## src/rtl/nmea_sentence_validator_assert.svh

```systemverilog
// Assertion macros shared by the sentence validator RTL.
`ifndef NMEA_SENTENCE_VALIDATOR_ASSERT_SVH
`define NMEA_SENTENCE_VALIDATOR_ASSERT_SVH

// Checks that a condition implies another in the same cycle.
`define NSV_ASSERT_IMPLIES(label, clk, rst_n, pre, post) \
  label: assert property (@(posedge clk) disable iff (!(rst_n)) (pre) |-> (post)) \
    else $error("nmea_sentence_validator: same-cycle check failed");

// Checks that a condition implies another in the next cycle.
`define NSV_ASSERT_NEXT(label, clk, rst_n, pre, post) \
  label: assert property (@(posedge clk) disable iff (!(rst_n)) (pre) |=> (post)) \
    else $error("nmea_sentence_validator: next-cycle check failed");

`endif

```

## src/rtl/nsv_pkg.sv

```systemverilog
// Package with types and constants of the NMEA sentence validator.
package nsv_pkg;

  // Special characters of a sentence.
  localparam logic [7:0] CH_DOLLAR = 8'h24;
  localparam logic [7:0] CH_STAR   = 8'h2A;
  localparam logic [7:0] CH_COMMA  = 8'h2C;
  localparam logic [7:0] CH_NUL    = 8'h00;

  // Number of tag bytes kept for comparison.
  localparam int TAG_BYTES = 5;

  // Known tags, first character in the low byte.
  localparam logic [39:0] TAG_CHARS_RMC = 40'h43_4D_52_50_47;
  localparam logic [39:0] TAG_CHARS_GGA = 40'h41_47_47_50_47;
  localparam logic [39:0] TAG_CHARS_GSA = 40'h41_53_47_50_47;
  localparam logic [39:0] TAG_CHARS_GSV = 40'h56_53_47_50_47;

  // Reset values of the minimum field counts.
  localparam logic [4:0] MIN_RMC_RST = 5'd12;
  localparam logic [4:0] MIN_GGA_RST = 5'd14;
  localparam logic [4:0] MIN_GSA_RST = 5'd17;
  localparam logic [4:0] MIN_GSV_RST = 5'd19;

  // Depth of the queue between front and back.
  localparam int FIFO_DEPTH = 2;

  typedef enum logic [2:0] {
    V_KNOWN_OK   = 3'd0,
    V_UNKNOWN_OK = 3'd1,
    V_NO_DOLLAR  = 3'd2,
    V_NO_STAR    = 3'd3,
    V_MISMATCH   = 3'd4,
    V_NO_COMMA   = 3'd5,
    V_FEW_FIELDS = 3'd6
  } verdict_e;

  typedef enum logic [2:0] {
    TAG_UNKNOWN = 3'd0,
    TAG_RMC     = 3'd1,
    TAG_GGA     = 3'd2,
    TAG_GSA     = 3'd3,
    TAG_GSV     = 3'd4
  } tag_e;

  typedef enum logic [1:0] {
    CFG_MIN_RMC = 2'd0,
    CFG_MIN_GGA = 2'd1,
    CFG_MIN_GSA = 2'd2,
    CFG_MIN_GSV = 2'd3
  } cfg_idx_e;

  typedef enum logic {
    PH_EXPECT_DOLLAR = 1'b0,
    PH_BODY          = 1'b1
  } phase_e;

  // Input transaction payload.
  typedef struct packed {
    logic [7:0] char_byte;
    logic       end_of_sentence;
  } nsv_in_t;

  // Result transaction payload.
  typedef struct packed {
    logic [2:0] verdict;
    logic [2:0] tag_code;
    logic [4:0] num_fields;
    logic [7:0] computed_sum;
    logic [7:0] received_sum;
  } nsv_out_t;

  // Classified byte, as queued from front to back.
  typedef struct packed {
    logic [7:0] char_byte;
    logic       eos;
    logic       is_nul;
    logic       is_dollar;
    logic       is_star;
    logic       is_comma;
    logic       is_hex;
    logic [3:0] hex_val;
  } nsv_class_t;

  // Minimum field counts of the known tags.
  typedef struct packed {
    logic [4:0] rmc;
    logic [4:0] gga;
    logic [4:0] gsa;
    logic [4:0] gsv;
  } nsv_limits_t;

endpackage

```

## src/rtl/nsv_front.sv

```systemverilog
// Front end: accepts sentence bytes and classifies them for the queue.
module nsv_front
  import nsv_pkg::*;
(
  input  logic       in_valid_i,
  output logic       in_ready_o,
  input  nsv_in_t    in_data_i,
  input  logic       fifo_full_i,
  output logic       push_o,
  output nsv_class_t push_data_o
);

  logic [7:0] c;

  assign c          = in_data_i.char_byte;
  assign in_ready_o = !fifo_full_i;
  assign push_o     = in_valid_i && !fifo_full_i;

  // Decode the byte into the classes the back end needs.
  always_comb begin
    push_data_o           = '0;
    push_data_o.char_byte = c;
    push_data_o.eos       = in_data_i.end_of_sentence;
    push_data_o.is_nul    = (c == CH_NUL);
    push_data_o.is_dollar = (c == CH_DOLLAR);
    push_data_o.is_star   = (c == CH_STAR);
    push_data_o.is_comma  = (c == CH_COMMA);
    if (c >= 8'h30 && c <= 8'h39) begin
      push_data_o.is_hex  = 1'b1;
      push_data_o.hex_val = c[3:0];
    end else if ((c >= 8'h61 && c <= 8'h66) || (c >= 8'h41 && c <= 8'h46)) begin
      // Letters a-f and A-F share their low three bits.
      push_data_o.is_hex  = 1'b1;
      push_data_o.hex_val = 4'(c[2:0] + 3'd1) + 4'd8;
    end
  end

endmodule

```

## src/rtl/nsv_fifo.sv

```systemverilog
// Short queue of classified bytes between front and back.
module nsv_fifo
  import nsv_pkg::*;
(
  input  logic       clk_i,
  input  logic       rst_ni,
  input  logic       push_i,
  input  nsv_class_t push_data_i,
  output logic       full_o,
  input  logic       pop_i,
  output logic       head_valid_o,
  output nsv_class_t head_data_o
);

  localparam int PtrW = (FIFO_DEPTH > 1) ? $clog2(FIFO_DEPTH) : 1;
  localparam int CntW = $clog2(FIFO_DEPTH + 1);

  nsv_class_t          mem_q [FIFO_DEPTH];
  logic [PtrW-1:0]     wr_ptr_q, wr_ptr_d;
  logic [PtrW-1:0]     rd_ptr_q, rd_ptr_d;
  logic [CntW-1:0]     count_q, count_d;

  assign full_o       = (count_q == CntW'(FIFO_DEPTH));
  assign head_valid_o = (count_q != '0);
  assign head_data_o  = mem_q[rd_ptr_q];

  // Pointer and fill count update.
  always_comb begin
    wr_ptr_d = wr_ptr_q;
    rd_ptr_d = rd_ptr_q;
    count_d  = count_q;
    if (push_i) begin
      wr_ptr_d = (wr_ptr_q == PtrW'(FIFO_DEPTH - 1)) ? '0 : wr_ptr_q + 1'b1;
    end
    if (pop_i) begin
      rd_ptr_d = (rd_ptr_q == PtrW'(FIFO_DEPTH - 1)) ? '0 : rd_ptr_q + 1'b1;
    end
    if (push_i && !pop_i) begin
      count_d = count_q + 1'b1;
    end else if (pop_i && !push_i) begin
      count_d = count_q - 1'b1;
    end
  end

  always_ff @(posedge clk_i or negedge rst_ni) begin
    if (!rst_ni) begin
      wr_ptr_q <= '0;
      rd_ptr_q <= '0;
      count_q  <= '0;
    end else begin
      wr_ptr_q <= wr_ptr_d;
      rd_ptr_q <= rd_ptr_d;
      count_q  <= count_d;
    end
  end

  // Entry storage.
  always_ff @(posedge clk_i) begin
    if (push_i) begin
      mem_q[wr_ptr_q] <= push_data_i;
    end
  end

endmodule

```

## src/rtl/nsv_back.sv

```systemverilog
// Back end: sentence state update, verdict and result register.
module nsv_back
  import nsv_pkg::*;
#(
  parameter int MAX_FIELDS  = 31,
  parameter int MAX_TAG_LEN = 12
) (
  input  logic        clk_i,
  input  logic        rst_ni,
  input  logic        head_valid_i,
  input  nsv_class_t  head_data_i,
  output logic        pop_o,
  input  nsv_limits_t limits_i,
  output logic        out_valid_o,
  input  logic        out_ready_i,
  output nsv_out_t    out_data_o
);

  localparam int TallyW = $clog2(MAX_FIELDS + 1);
  localparam int TagLenW = $clog2(MAX_TAG_LEN + 1);

  typedef struct packed {
    phase_e             phase;
    logic [7:0]         run_xor;
    logic [39:0]        tag_chars;
    logic [TagLenW-1:0] tag_len;
    logic               comma_seen;
    logic [TallyW-1:0]  tally;
    logic               data_nonempty;
    logic [7:0]         hex_value;
    logic               hex_ovf;
    logic               hex_stop;
    logic               star_seen;
    logic               dollar_ok;
    logic               nul_seen;
  } sent_t;

  sent_t         sent_q, sent_d, upd;
  logic          out_valid_q, out_valid_d;
  nsv_out_t      out_data_q, result;
  nsv_class_t    b;
  logic          finish;
  logic [TallyW:0] count;
  tag_e          tag;
  logic [4:0]    min_req;

  assign b           = head_data_i;
  assign pop_o       = head_valid_i && (!b.eos || !out_valid_q || out_ready_i);
  assign finish      = pop_o && b.eos;
  assign out_valid_o = out_valid_q;
  assign out_data_o  = out_data_q;

  // Per-byte state update.
  always_comb begin
    upd = sent_q;
    if (!sent_q.nul_seen) begin
      if (b.is_nul) begin
        upd.nul_seen = 1'b1;
      end else if (sent_q.phase == PH_EXPECT_DOLLAR) begin
        upd.phase     = PH_BODY;
        upd.dollar_ok = b.is_dollar;
      end else if (sent_q.star_seen) begin
        // Received checksum digits; the first non-digit ends the run.
        if (!sent_q.hex_stop) begin
          if (!b.is_hex) begin
            upd.hex_stop = 1'b1;
          end else begin
            if (sent_q.hex_value[7:4] != 4'd0) begin
              upd.hex_ovf = 1'b1;
            end
            upd.hex_value = {sent_q.hex_value[3:0], b.hex_val};
          end
        end
      end else if (b.is_star) begin
        upd.star_seen = 1'b1;
      end else begin
        upd.run_xor = sent_q.run_xor ^ b.char_byte;
        if (!sent_q.comma_seen) begin
          if (b.is_comma) begin
            upd.comma_seen = 1'b1;
          end else if (sent_q.tag_len < TagLenW'(MAX_TAG_LEN)) begin
            for (int k = 0; k < TAG_BYTES; k++) begin
              if (sent_q.tag_len == TagLenW'(k)) begin
                upd.tag_chars[8*k +: 8] = b.char_byte;
              end
            end
            upd.tag_len = sent_q.tag_len + 1'b1;
          end
        end else begin
          upd.data_nonempty = 1'b1;
          if (b.is_comma && sent_q.tally < TallyW'(MAX_FIELDS)) begin
            upd.tally = sent_q.tally + 1'b1;
          end
        end
      end
    end
  end

  // Next state: the last byte of a sentence clears everything.
  always_comb begin
    sent_d = sent_q;
    if (pop_o) begin
      sent_d = b.eos ? sent_t'('0) : upd;
    end
  end

  // Tag lookup and field count of the updated state.
  always_comb begin
    tag   = TAG_UNKNOWN;
    count = '0;
    if (upd.comma_seen) begin
      if (upd.data_nonempty) begin
        count = {1'b0, upd.tally} + 1'b1;
        if (count > (TallyW + 1)'(MAX_FIELDS)) begin
          count = (TallyW + 1)'(MAX_FIELDS);
        end
      end
      if (upd.tag_len == TagLenW'(TAG_BYTES)) begin
        if (upd.tag_chars == TAG_CHARS_RMC) begin
          tag = TAG_RMC;
        end else if (upd.tag_chars == TAG_CHARS_GGA) begin
          tag = TAG_GGA;
        end else if (upd.tag_chars == TAG_CHARS_GSA) begin
          tag = TAG_GSA;
        end else if (upd.tag_chars == TAG_CHARS_GSV) begin
          tag = TAG_GSV;
        end
      end
    end
  end

  // Verdict: the first failing check wins.
  always_comb begin
    case (tag)
      TAG_RMC: min_req = limits_i.rmc;
      TAG_GGA: min_req = limits_i.gga;
      TAG_GSA: min_req = limits_i.gsa;
      TAG_GSV: min_req = limits_i.gsv;
      default: min_req = 5'd0;
    endcase
    result              = '0;
    result.tag_code     = tag;
    result.num_fields   = (count > (TallyW + 1)'(31)) ? 5'd31 : count[4:0];
    result.computed_sum = upd.run_xor;
    result.received_sum = upd.star_seen ? upd.hex_value : 8'd0;
    if (!upd.dollar_ok) begin
      result.verdict = V_NO_DOLLAR;
    end else if (!upd.star_seen) begin
      result.verdict = V_NO_STAR;
    end else if (upd.hex_ovf || upd.hex_value != upd.run_xor) begin
      result.verdict = V_MISMATCH;
    end else if (!upd.comma_seen) begin
      result.verdict = V_NO_COMMA;
    end else if (tag == TAG_UNKNOWN) begin
      result.verdict = V_UNKNOWN_OK;
    end else if (count < (TallyW + 1)'(min_req)) begin
      result.verdict = V_FEW_FIELDS;
    end else begin
      result.verdict = V_KNOWN_OK;
    end
  end

  // Result register valid flag.
  always_comb begin
    out_valid_d = out_valid_q;
    if (finish) begin
      out_valid_d = 1'b1;
    end else if (out_ready_i) begin
      out_valid_d = 1'b0;
    end
  end

  always_ff @(posedge clk_i or negedge rst_ni) begin
    if (!rst_ni) begin
      sent_q      <= '0;
      out_valid_q <= 1'b0;
    end else begin
      sent_q      <= sent_d;
      out_valid_q <= out_valid_d;
    end
  end

  always_ff @(posedge clk_i) begin
    if (finish) begin
      out_data_q <= result;
    end
  end

endmodule

```

## src/rtl/nmea_sentence_validator.sv

```systemverilog
// Top level of the NMEA sentence validator: configuration, queue and units.
// The validator takes one sentence byte per transaction and gives one result
// transaction on the byte flagged as end of sentence. Bytes are accepted at
// one per cycle while the queue has room: the front end classifies each byte
// into a two-entry queue, and the back end folds one queued byte per cycle
// into the sentence state; an end-of-sentence byte passes through the queue
// and then the result register. A waiting result stalls the back end only
// once the next end-of-sentence byte reaches the head of the queue; the queue
// then takes one more byte before the input stalls. The minimum field counts
// are to be written by the user through the configuration port while no
// sentence is in flight; the block itself does not enforce this.
`include "nmea_sentence_validator_assert.svh"

module nmea_sentence_validator
  import nsv_pkg::*;
#(
  parameter int MAX_FIELDS  = 31,
  parameter int MAX_TAG_LEN = 12
) (
  input  logic       clk_i,
  input  logic       rst_ni,
  input  logic       in_valid_i,
  output logic       in_ready_o,
  input  nsv_in_t    in_data_i,
  output logic       out_valid_o,
  input  logic       out_ready_i,
  output nsv_out_t   out_data_o,
  input  logic       cfg_we_i,
  input  logic [1:0] cfg_idx_i,
  input  logic [4:0] cfg_wdata_i
);

  nsv_limits_t limits_q, limits_d;
  logic        push, fifo_full, pop, head_valid;
  nsv_class_t  push_data, head_data;

  // Configuration registers.
  always_comb begin
    limits_d = limits_q;
    if (cfg_we_i) begin
      case (cfg_idx_e'(cfg_idx_i))
        CFG_MIN_RMC: limits_d.rmc = cfg_wdata_i;
        CFG_MIN_GGA: limits_d.gga = cfg_wdata_i;
        CFG_MIN_GSA: limits_d.gsa = cfg_wdata_i;
        CFG_MIN_GSV: limits_d.gsv = cfg_wdata_i;
        default:     limits_d = limits_q;
      endcase
    end
  end

  always_ff @(posedge clk_i or negedge rst_ni) begin
    if (!rst_ni) begin
      limits_q <= '{rmc: MIN_RMC_RST, gga: MIN_GGA_RST, gsa: MIN_GSA_RST, gsv: MIN_GSV_RST};
    end else begin
      limits_q <= limits_d;
    end
  end

  nsv_front u_front (
    .in_valid_i  (in_valid_i),
    .in_ready_o  (in_ready_o),
    .in_data_i   (in_data_i),
    .fifo_full_i (fifo_full),
    .push_o      (push),
    .push_data_o (push_data)
  );

  nsv_fifo u_fifo (
    .clk_i        (clk_i),
    .rst_ni       (rst_ni),
    .push_i       (push),
    .push_data_i  (push_data),
    .full_o       (fifo_full),
    .pop_i        (pop),
    .head_valid_o (head_valid),
    .head_data_o  (head_data)
  );

  nsv_back #(
    .MAX_FIELDS  (MAX_FIELDS),
    .MAX_TAG_LEN (MAX_TAG_LEN)
  ) u_back (
    .clk_i        (clk_i),
    .rst_ni       (rst_ni),
    .head_valid_i (head_valid),
    .head_data_i  (head_data),
    .pop_o        (pop),
    .limits_i     (limits_q),
    .out_valid_o  (out_valid_o),
    .out_ready_i  (out_ready_i),
    .out_data_o   (out_data_o)
  );

  // A finished sentence always shows up as a result in the next cycle.
  `NSV_ASSERT_NEXT(a_eos_gives_result, clk_i, rst_ni, pop && head_data.eos, out_valid_o)
  // A known-tag pass always carries a known tag code.
  `NSV_ASSERT_IMPLIES(a_known_has_tag, clk_i, rst_ni,
    out_valid_o && out_data_o.verdict == V_KNOWN_OK, out_data_o.tag_code != TAG_UNKNOWN)
  // An unknown-tag pass never carries a tag code.
  `NSV_ASSERT_IMPLIES(a_unknown_no_tag, clk_i, rst_ni,
    out_valid_o && out_data_o.verdict == V_UNKNOWN_OK, out_data_o.tag_code == TAG_UNKNOWN)
  // Without a comma there is neither tag nor field.
  `NSV_ASSERT_IMPLIES(a_no_comma_empty, clk_i, rst_ni,
    out_valid_o && out_data_o.verdict == V_NO_COMMA,
    out_data_o.tag_code == TAG_UNKNOWN && out_data_o.num_fields == 5'd0)

endmodule

```

## config.mk

```make
export PLATFORM = sky130hd
export DESIGN_NAME = nmea_sentence_validator
export DESIGN_NICKNAME = d
export VERILOG_FILES = /design/src/rtl/nsv_pkg.sv /design/src/rtl/nsv_front.sv /design/src/rtl/nsv_fifo.sv /design/src/rtl/nsv_back.sv /design/src/rtl/nmea_sentence_validator.sv
export VERILOG_INCLUDE_DIRS = /design/src /design/src/rtl
export SDC_FILE = /design/constraint.sdc
export NUM_CORES = 1
export LEC_CHECK = 0
export BUFFER_PORTS_ARGS = -buffer_cell sky130_fd_sc_hd__buf_2
export CORE_ASPECT_RATIO = 2
export CORE_UTILIZATION = 41
export DETAILED_ROUTE_END_ITERATION = 8
export PLACE_DENSITY = 0.64
export RECOVER_POWER = 50
export SETUP_SLACK_MARGIN = 0.05
export SLEW_MARGIN = 30
export SYNTH_ARGS = -nofsm -noshare
export SYNTH_HDL_FRONTEND = slang
export SYNTH_SLANG_ARGS = --single-unit
```

## constraint.sdc

```tcl
create_clock -name clk_i -period 4.6 [get_ports clk_i]
set_input_delay 0.23 -clock clk_i [delete_from_list [all_inputs] [get_ports clk_i]]
set_output_delay 0.23 -clock clk_i [all_outputs]
set_load 0.03 [all_outputs]
```

==> impl_results.md, run 1 <==
- Clk buf depth: 2
- First-pass GRT wire length: 32.76 mm
- Total CTS buffers: 17
- Switching share of total power: 0.3800
- Net load switching power: 1.971 mW
- Worst-path clk slew: 0.06 ns
- Synth Area per Inst: 10.88 um2
- Synth area leader: dfrtp_1
- Slowest cell on crit path: or4_4
- Cells along the critical path: buf_6, mux2_4, or4_4, nor3_4, xor2_1, ha_1, nor3b_1, nor2_1, a211oi_1, ha_1, nand4_1, a221o_1, o2111a_1, o31a_1
- FFs w/ async S/R, synth: 0.6087
- Seq cells post-synth: 161
- Post-synthesis mux area share: 0.05919
- CP required: 4.79 ns
- FMAX: 230.8 MHz
- Final Cycle Share: 0.9421
- Initial antenna violation count: 0
- Initial Util: 0.4178
- Clk_lat worst skew: 0.44 ns
- Seq/Total Area, Yosys: 0.5409
- Post-synthesis cell type count: 76
- Post-Synth Simple-Gate Area: 0.1833
- Iter 0 DRT Violations: 295
- Gate power share: 0.343
- Clock network fraction of design power: 0.267
- GR Util All Layers: 0.2188
- Ant. Diodes: 0
- Fin nets: 859
- Final worst slack: 0.2666 ns
- Core ar.: 0.01928 mm2
- Post-synthesis compound-gate area fraction: 0.1401
- CP Launch Type: register
- Final wirelength: 20.99 mm
- DP Area: 0.008827 mm2
- Full die area: 0.02024 mm2
- Synthesized area: 0.008054 mm2
- Critical path arrival: 4.53 ns
- Vias in the first global route: 6241
- Int Power: 3.216 mW
- Rows: 72
- Max_slew headroom: -1.513
- Syn-to-layout area delta: 17.73%
- Sum Neg Setup Slack: 0 ns
- Mapped Cells: 740
- Commonest non-fill, non-tap cell in the layout: dfrtp_1
- Clock Skew: 0.007221 ns
- Yosys top cell area share: 0.2734
- DIE WIDTH: 101.1 um
- DR vias/cell: 5.663
- Pwr dens: 547.1 mW/mm2
- EDFF count, synth: 63
- Clock period minus worst slack: 4.333 ns
- Synth Area in XOR/XNOR: 0.02392
- Post-Synth Adder-Cell Area: 0.02486
- Chip height: 200.2 um
- I/O Buffers: 49
- Violations in the final reports: max-capacitance violations, max-slew violations
- Ys flop type: dfrtp_1
- Drt pass-1 iters: 5
- GRT Residual Overflow: 0
- Worst vdd ir: 0.2873 mV
- Final setup viols: 0
- Crit Path Category: reg2reg
- Hold slack: 0.07383 ns
- Clock Tree Root: clkbuf_16
- Worst Path Max Fanout: 12
- DPL Wire Length: 15.76 mm
- Design Area, Final: 0.009482 mm2
- Critical Path End Type: register
- Drt drc: 0
- Most frequent cells in the layout: dfrtp_1, o21ai_0, nand3_1, edfxtp_1, nor2_1
- Vias post-DR: 6195
- Synth warn: 0
- Largest family of logic cells by synthesized area: simple AND/OR/NAND/NOR gates
- CTS tree: yes
- Io pins: 50
- Max Cap Viol: 1
- RSZ-0062 raised after global routing: no
- Largest stage delay, worst path: 0.54 ns
- Synth top area cells: dfrtp_1, edfxtp_1, o21ai_0
- Status: finished with violations
- Share of post-route cells with drive strength above 1: 0.1689
- Syn_nets: 777
- Hold Fails Final Rpt: 0
- Clock Sinks: 161
- Cell mode on critical path: ha_1
- Worst hold-check path type: in2reg
- Depth of the CTS H-tree: 4
- Proportion of power drawn by flip-flops and latches: 0.390
- Static leakage: 3.805 nW
- Antenna viol nets, final: 0
- Least-Margin Pin Slew: 3.769 ns
- GP Congestion: 0.9225
- Post-DR wirelength/cell: 19.18 um
- Fin. max-slew vios: 65
- Largest net degree at the start of global routing: 65
- Worst slack, placed: 0.1660 ns
-- sequential cells by signal, indices dropped and copies added (netlist names) --
| register | count |
|---|---|
| limits_q | 20 |
| u_back.out_data_o | 27 |
| u_back.out_valid_o | 1 |
| u_back.sent_q | 73 |
| u_fifo.count_q | 2 |
| u_fifo.mem_q | 36 |
| u_fifo.rd_ptr_q | 1 |
| u_fifo.wr_ptr_q | 1 |
-- synth_stat cells, types with 12 or more instances --
library cell,instances
nand2_1,43
mux2_2,25
edfxtp_1,63
clkbuf_1,21
nor2_1,51
nor4_1,12
nor3_1,12
dfrtp_1,88
a21oi_1,29
mux2i_1,18
o21ai_0,69
ha_1,16
inv_1,26
nand3_1,66
-- cells by family (layout without fill, tap and decap cells) --
group | Yosys count | count (layout)
simple gates | 266 | 266
buf+inv | 56 | 151
flops | 161 | 161
fa+ha+maj | 16 | 16
mux | 44 | 44
xor+xnor | 22 | 22
compound gates | 175 | 175
-- cell type report --
class	count	area [um2]
Timing Repair Buffer	92	535.5
Multi-Input combinational cell	523	3587
Clock buffer	19	432.9
Clock inverter	13	142.6
Inverter	27	101.3
Tap cell	259	324.1
Sequential cell	161	4358
Fill cell	1827	9797
-- worst max-delay path, delay by kind of cell (launching register included) --
kind	cells	cell delay, ns
AND/OR/NAND/NOR	5	1.36
AO/OA/AOI/OAI	4	1.12
flip-flops	1	0.43
adder cells (fa/ha/maj)	2	0.42
multiplexers	1	0.35
XOR/XNOR	1	0.22
buffers and inverters	1	0.19
-- power groups by stage --
stage | Clock (mW) | Combinational (mW) | Sequential (mW)
2_1_floorplan | 0 | 0.987 | 2.18
3_3_place_gp | 0 | 1.76 | 2.03
3_5_place_dp | 0 | 1.79 | 2.04
4_1_cts | 1.41 | 1.80 | 2.02
5_1_grt | 1.48 | 1.91 | 2.05
6_report | 1.39 | 1.78 | 2.02
-- layer usage --
metal	part of all wire	track usage	routed length (um)	up-vias
li1	-	-	-	2944
met1	0.34	0.2103	7156	3052
met2	0.57	0.4089	11930	136
met3	0.029	0.04257	614	63
met4	0.061	0.1382	1284	0
met5	0	0	0	-
-- path summary, 6_finish.rpt --
check | start | end | slack, ns | cells past startpoint
max | u_fifo.rd_ptr_q | u_back.out_data_o[26] | 0.27 | 14
min | cfg_wdata_i[3] | limits_q[3] | 0.07 | 2
max reg2reg | u_fifo.rd_ptr_q | u_back.out_data_o[26] | 0.27 | 14
min reg2reg | u_back.sent_q[62] | u_back.sent_q[62] | 0.48 | 2
max in group asynchronous | rst_ni | u_back.sent_q[20] | 0.69 | 3
min in group asynchronous | rst_ni | limits_q[7] | 1.63 | 2
-- repair_timing --
item / in CTS / in global routing
endpoints found under the setup margin: 0 / 2
hold buffers: 2 / 0
gates resized for setup: 0 / 21
buffers inserted: 0 / 1
hold endpoints to repair: 55 / 0
-- through the flow --
stage               total power, mW  cells    util
CTS                           5.227   1093  0.4888
global route                  5.443   1094  0.4918
global placement              3.798   1059  0.4576
floorplan                     3.167    740       -
detailed placement            3.831   1059  0.4579
finish                        5.188   1094  0.4918
Power figures use the tool's default switching activity.
==> run 2, diff against run 1 <==
BUFFER_PORTS_ARGS = -buffer_cell sky130_fd_sc_hd__clkbuf_2   (was -buffer_cell sky130_fd_sc_hd__buf_2)
SYNTH_HIERARCHICAL = 1   (was not set)
==> impl_results.md, run 2 <==
- Fin nets: 793 (-7.7%)
- FF-to-FF path depth: 15 (+1)
- Share of post-route cells with drive strength above 1: 0.1610 (-0.007823)
- Post-Layout Cell Count: 1029 (-5.9%)
- GP Congestion: 0.8805 (-4.6%)
- Worst Hold End: limits_q[19]
- Status: finished with violations
- Mapped Cells: 701 (-5.3%)
- CP Launch Type: register
- Least-Margin Pin Slew: 3.318 ns (-0.4512 ns)
- Final worst slack: 0.3370 ns (+0.07043 ns)
- Worst-path clk slew: 0.06 ns (about the same)
- Chip height: 200.4 um (+0.11%)
- Synth Area per Inst: 11.52 um2 (+5.8%)
- Worst hold-check path type: in2reg
- Sum Neg Setup Slack: 0 ns (unchanged)
- Seq/Total Area, Yosys: 0.5397 (-0.001258)
- Synth warn: 6 (+6)
- Vias post-DR: 5633 (-9.1%)
- Clk_lat worst skew: 0.43 ns (about the same)
- Cells along the critical path: buf_6, mux2_4, nor4_4, nand4_1, mux2i_1, o221a_1, or3b_4, nor2_4, a222oi_1, a21boi_1, ha_1, a21o_1, a21oi_1, o2111ai_1, a21boi_1
- Total CTS buffers: 17 (unchanged)
- Worst Path Max Fanout: 18 (+6)
- Worst vdd ir: 0.3453 mV (+20%)
- Clock Tree Root: clkbuf_16
- RSZ-0062 raised after global routing: no
- Rows: 72 (unchanged)
- Most common cell in the netlist: dfrtp_1
- Crit Path Category: reg2reg
- FMAX: 234.6 MHz (+1.7%)
- Largest family of logic cells by synthesized area: simple AND/OR/NAND/NOR gates
- Fin. max-slew vios: 62 (-4.6%)
- Critical path arrival: 4.54 ns (about the same)
- Post-synthesis cell type count: 83 (+9.2%)
- EDFF count, synth: 63 (unchanged)
- Worst R2R Start: u_fifo/rd_ptr_q
- I/O Buffers: 49 (unchanged)
- Worst Hold Launch: cfg_wdata_i[4]
- Hold Fails Final Rpt: 0 (unchanged)
- R2r endpoint: u_back/out_data_o[26]
- Ys flop type: dfrtp_1
- First-pass GRT wire length: 30.84 mm (-5.9%)
- Initial antenna violation count: 0 (unchanged)
- R2R setup slack: 0.34 ns (+0.07 ns)
- Post-Synth Simple-Gate Area: 0.1767 (-0.006626)
- Drt pass-1 iters: 4 (-1)
- Yosys top cell area share: 0.2728 (-0.0006357)
- DPL Wire Length: 13.92 mm (-12%)
- Initial Util: 0.4187 (+0.0009735)
- DIE WIDTH: 101.2 um (+0.11%)
- Max_slew headroom: -1.212 (+0.3008)
- Post-DR wirelength/cell: 18.84 um (-1.8%)
- Clock Skew: 0.01408 ns (+0.006858 ns)
- # placed instances: 994 (-6.1%)
- Iter 0 DRT Violations: 304 (+3.1%)
- Final setup viols: 0 (unchanged)
- Most flops, register: u_back/sent_q
- Syn-to-layout area delta: 13.44%
- Syn_nets: 737 (-5.1%)
- Io pins: 50 (unchanged)
- Max Cap Viol: 1 (unchanged)
- Full die area: 0.02029 mm2 (+0.23%)
- Number of flip-flops in the largest register: 73 (unchanged)
- Design Area, Final: 0.009158 mm2 (-3.4%)
- Drt drc: 0 (unchanged)
- Clock period minus worst slack: 4.263 ns (-0.07043 ns)
- Synth top area cells: dfrtp_1, edfxtp_1, mux2_2
- DP Area: 0.008558 mm2 (-3.0%)
- Ant. Diodes: 0 (unchanged)
- Depth of the CTS H-tree: 4 (unchanged)
- Core ar.: 0.01928 mm2 (unchanged)
- Pwr dens: 538.1 mW/mm2 (-1.6%)
- Slowest cell on crit path: or3b_4
- Clk buf depth: 2 (unchanged)
- Synth Area in XOR/XNOR: 0.02495 (+0.001029)
- CTS tree: yes
- Static leakage: 3.753 nW (-1.4%)
- Commonest non-fill, non-tap cell in the layout: dfrtp_1
- Seq cells post-synth: 161 (unchanged)
- Hold-critical path depth: 2 (unchanged)
- Final Cycle Share: 0.9267 (-0.01531)
- Violations in the final reports: max-capacitance violations, max-slew violations
- Post-synth top cells: dfrtp_1, nand2_1, edfxtp_1, o21ai_0, nor2_1
- Final wirelength: 19.39 mm (-7.6%)
- Synthesized area: 0.008073 mm2 (+0.23%)
- GRT Residual Overflow: 0 (unchanged)
- Clock Sinks: 161 (unchanged)
- Vias in the first global route: 5853 (-6.2%)
- Post-synthesis compound-gate area fraction: 0.1249 (-0.01520)
- FFs w/ async S/R, synth: 0.6087 (unchanged)
- Antenna viol nets, final: 0 (unchanged)
- Worst slack, placed: 0.2673 ns (+0.1013 ns)
- DR vias/cell: 5.474 (-3.3%)
- Most frequent cells in the layout: dfrtp_1, nand2_1, edfxtp_1, o21ai_0, clkbuf_1
- CP required: 4.88 ns (+0.09 ns)
- Largest net degree at the start of global routing: 62 (-4.6%)
- Post-synthesis mux area share: 0.07920 (+0.02001)
- Critical Path End Type: register
- Largest stage delay, worst path: 0.43 ns (-0.11 ns)
- Post-Synth Adder-Cell Area: 0.02325 (-0.001608)
- Cell mode on critical path: a21boi_1
- GR Util All Layers: 0.2026 (-0.01619)
- Synth area leader: dfrtp_1
run 2: stage by stage:
step                hold WS [ns]    util  power [mW]
CTS                      0.04934  0.4761       4.978
global route             0.08592  0.4750       5.154
finish                   0.09300  0.4750       4.928
floorplan               -0.06559       -       3.050
detailed placement        0.3682  0.4439       3.537
global placement          0.3585  0.4439       3.527
run 2: cell families after synthesis:
kind of cell,Yosys count
buffers and inverters,48
adders and majority gates,15
and+or+nand+nor,247
muxes,55
DFF,161
AOI/OAI and AO/OA,152
xor gates and xnor gates,23
run 2: what timing repair did:
action / in CTS / in global routing
endpoints found under the setup margin: 0 / 2
endpoints found under the hold margin: 52 / 0
hold buffers: 2 / 0
buffers inserted: 0 / 1
resized for setup: 0 / 10
run 2: layer usage:
layer  global-route usage  wire [um]  vias to the layer above
met4               0.1315        977                        0
met5                    0          0                        -
met3              0.03621        543                       45
met1               0.2192       7258                     2774
li1                     -          -                     2689
met2               0.3537      10610                      125
run 2: critical path, delay by kind of cell, from the launching register on:
family | cells | cell delay (ns)
compound gates | 7 | 1.23
fa+ha+maj | 1 | 0.32
mux | 2 | 0.69
buf+inv | 1 | 0.24
flops | 1 | 0.38
simple gates | 4 | 1.25
run 2: worst max path at each step:
stage	start	end	slack, ns	cells after the start
after floorplan	u_fifo/rd_ptr_q	u_back/out_data_o[26]	0.73	17
after global placement	u_fifo/rd_ptr_q	u_back/out_data_o[26]	0.38	16
after detailed placement	u_fifo/rd_ptr_q	u_back/out_data_o[26]	0.27	16
after CTS	u_fifo/rd_ptr_q	u_back/out_data_o[26]	0.25	16
after global routing	u_fifo/rd_ptr_q	u_back/out_data_o[26]	0.08	16
final	u_fifo/rd_ptr_q	u_back/out_data_o[26]	0.34	15
run 2: layout make-up:
type	instances	area [um2]
Tap cell	259	324.1
Sequential cell	161	4357
Timing Repair Buffer	63	310.3
Fill cell	1847	10120
Clock inverter	6	67.56
Multi-Input combinational cell	492	3483
Clock buffer	26	533.0
Inverter	22	82.58
run 2: where the power goes:
| group | total (mW) | switching (mW) | internal [mW] |
|---|---|---|---|
| clock | 1.43 | 0.570 | 0.861 |
| combinational | 1.54 | 1.10 | 0.441 |
| sequential | 1.96 | 0.126 | 1.83 |
==> run 3, diff against run 2 <==
REMOVE_ABC_BUFFERS = 1   (was not set)
==> impl_results.md, run 3 (same netlist as run 2, synthesis figures left out) <==
- Final wirelength: 18.97 mm (-2.2%)
- Chip height: 200.4 um (unchanged)
- GRT Residual Overflow: 0 (unchanged)
- Largest stage delay, worst path: 0.57 ns (+0.14 ns)
- Postcts setup bufs: 0 (unchanged)
- Commonest non-fill, non-tap cell in the layout: dfrtp_1
- Fill cell count: 1833 (-0.76%)
- CP delay by family, top: simple AND/OR/NAND/NOR gates
- Number of flip-flops in the largest register: 73 (unchanged)
- R2R setup slack: 0.34 ns (about the same)
- Final Cycle Share: 0.9252 (-0.001552)
- Full die area: 0.02029 mm2 (unchanged)
- DPL Wire Length: 13.98 mm (+0.42%)
- Most frequent cells in the layout: dfrtp_1, nand2_1, edfxtp_1, o21ai_0
- Syn-to-layout area delta: 12.28%
- Critical Path End Type: register
- Violations in the final reports: max-capacitance violations, max-slew violations
- GP Congestion: 0.8788 (-0.19%)
- Hold Fails Final Rpt: 0 (unchanged)
- Drt drc: 0 (unchanged)
- Io pins: 50 (unchanged)
- Pwr dens: 527.9 mW/mm2 (-1.9%)
- Crit Path Category: reg2reg
- Hold slack: 0.06772 ns (-0.02528 ns)
- Total CTS buffers: 17 (unchanged)
- Rows: 72 (unchanged)
- Final setup viols: 0 (unchanged)
- DR vias/cell: 5.514 (+0.73%)
- Worst Path Max Fanout: 10 (-8)
- Antenna viol nets, final: 0 (unchanged)
- Worst path bufs/invs: 1 (unchanged)
- Worst hold-check path type: in2reg
- Depth of the CTS H-tree: 4 (unchanged)
- Clock Sinks: 161 (unchanged)
- First-pass GRT wire length: 30.22 mm (-2.0%)
- Clk_lat worst skew: 0.44 ns (about the same)
- Most flops, register: u_back/sent_q
- Drt pass-1 iters: 7 (+3)
- Slowest cell on crit path: nor4_1
- Post-DR wirelength/cell: 18.43 um (-2.2%)
- Cells along the critical path: mux2_2, nor4_2, and4_1, buf_4, mux2i_1, nor4_1, nor3b_4, a222oi_1, a21boi_1, ha_1, a21o_1, a21oi_1, o2111ai_1, o21ai_1
- FMAX: 235.0 MHz (+0.17%)
- Clock Skew: 0.008382 ns (-0.005697 ns)
- GR Util All Layers: 0.2014 (-0.001156)
- Sum Neg Setup Slack: 0 ns (unchanged)
- Vias in the first global route: 5758 (-1.6%)
- Fin nets: 793 (unchanged)
- Largest net degree at the start of global routing: 56 (-9.7%)
- Share of post-route cells with drive strength above 1: 0.1494 (-0.01169)
- Max Cap Viol: 1 (unchanged)
- I/O Buffers: 49 (unchanged)
- Least-Margin Pin Slew: 2.569 ns (-0.7483 ns)
- Clk buf depth: 2 (unchanged)
- Iter 0 DRT Violations: 365 (+20%)
- Initial antenna violation count: 0 (unchanged)
- Clock Tree Root: clkbuf_16
- Initial Util: 0.4187 (unchanged)
- RSZ-0062 raised after global routing: no
- Worst vdd ir: 0.2670 mV (-23%)
- Worst-path clk slew: 0.07 ns (about the same)
- Critical path arrival: 4.55 ns (about the same)
- Ant. Diodes: 0 (unchanged)
- Static leakage: 3.706 nW (-1.3%)
- Fin. max-slew vios: 45 (-27%)
- CP Launch Type: register
- Vias post-DR: 5674 (+0.73%)
- Status: finished with violations
- Max_slew headroom: -0.7129 (+0.4989)
- Core ar.: 0.01928 mm2 (unchanged)
- CP required: 4.89 ns (about the same)
- CTS tree: yes
- Clock period minus worst slack: 4.256 ns (-0.007140 ns)
- DIE WIDTH: 101.2 um (unchanged)
## run 3: cell count changes in the layout (fill, tap and decap cells not counted), moves of 2 or more
cell,before,now
clkinvlp_4,0,4
dfstp_2,6,4
dfstp_1,4,6
clkbuf_16,20,17
clkinv_1,1,4
clkbuf_1,44,41
## run 3: routing by layer
layer  vias to the layer above  GRT usage  wire, um  share of wire
li1                       2693          -         -              -
met1                      2807     0.1969      6826           0.36
met2                       124     0.3703     10650           0.56
met3                        50    0.04457       577          0.030
met4                         0     0.1258       912          0.048
met5                         -          0         0              0
## run 3: worst register-to-register path, stage by stage (launching register included)
cell	delay [ns]
dfrtp_1	0.37
mux2_2	0.43
nor4_2	0.51
and4_1	0.30
buf_4	0.19
mux2i_1	0.10
nor4_1	0.57
nor3b_4	0.41
a222oi_1	0.13
a21boi_1	0.17
ha_1	0.32
a21o_1	0.16
a21oi_1	0.14
o2111ai_1	0.14
o21ai_1	0.16
## run 3: path summary, 6_finish.rpt
check | startpoint | end | cells past startpoint
max in group asynchronous | rst_ni | limits_q[6] | 3
min in group asynchronous | rst_ni | u_fifo/count_q[0] | 2
worst min register to register | u_fifo/count_q[1] | u_fifo/count_q[1] | 1
worst max register to register | u_fifo/rd_ptr_q | u_back/out_data_o[25] | 14
worst min-delay path | cfg_wdata_i[2] | limits_q[2] | 2
worst max-delay path | u_fifo/rd_ptr_q | u_back/out_data_o[25] | 14
## run 3: metrics by stage
stage	power [mW]	setup WS [ns]	cells	instance area, um2	utilization
after floorplan	2.992	0.1319	675	7903	-
after global placement	3.522	0.4719	995	8566	0.4443
after detailed placement	3.534	0.3549	995	8566	0.4443
after CTS	4.867	0.3160	1029	9131	0.4737
after global routing	5.021	0.09470	1029	9064	0.4701
final	4.785	0.3441	1029	9064	0.4701
## run 3: cell type report
type / instances / area, um2 / share of cell area
Inverter: 22 / 82.58 / 0.009111
Timing Repair Buffer: 63 / 302.8 / 0.03341
Tap cell: 259 / 324.1 / 0.03575
Clock inverter: 14 / 116.4 / 0.01284
Clock buffer: 18 / 429.2 / 0.04735
Multi-Input combinational cell: 492 / 3452 / 0.3809
Sequential cell: 161 / 4357 / 0.4807
## run 3: repair_timing
action                     CTS  global route
setup endpoints to repair    0             2
gates resized for setup      0             1
hold buffers                 2             0
hold endpoints to repair    42             0
## run 3: report_power, final
| group | internal (mW) | leakage (nW) | switching, mW | total, mW |
|---|---|---|---|---|
| logic | 0.438 | 1.56 | 1.08 | 1.51 |
| registers | 1.83 | 1.89 | 0.126 | 1.95 |
| clock network | 0.739 | 0.255 | 0.578 | 1.32 |
| total | 3.00 | 3.71 | 1.78 | 4.78 |
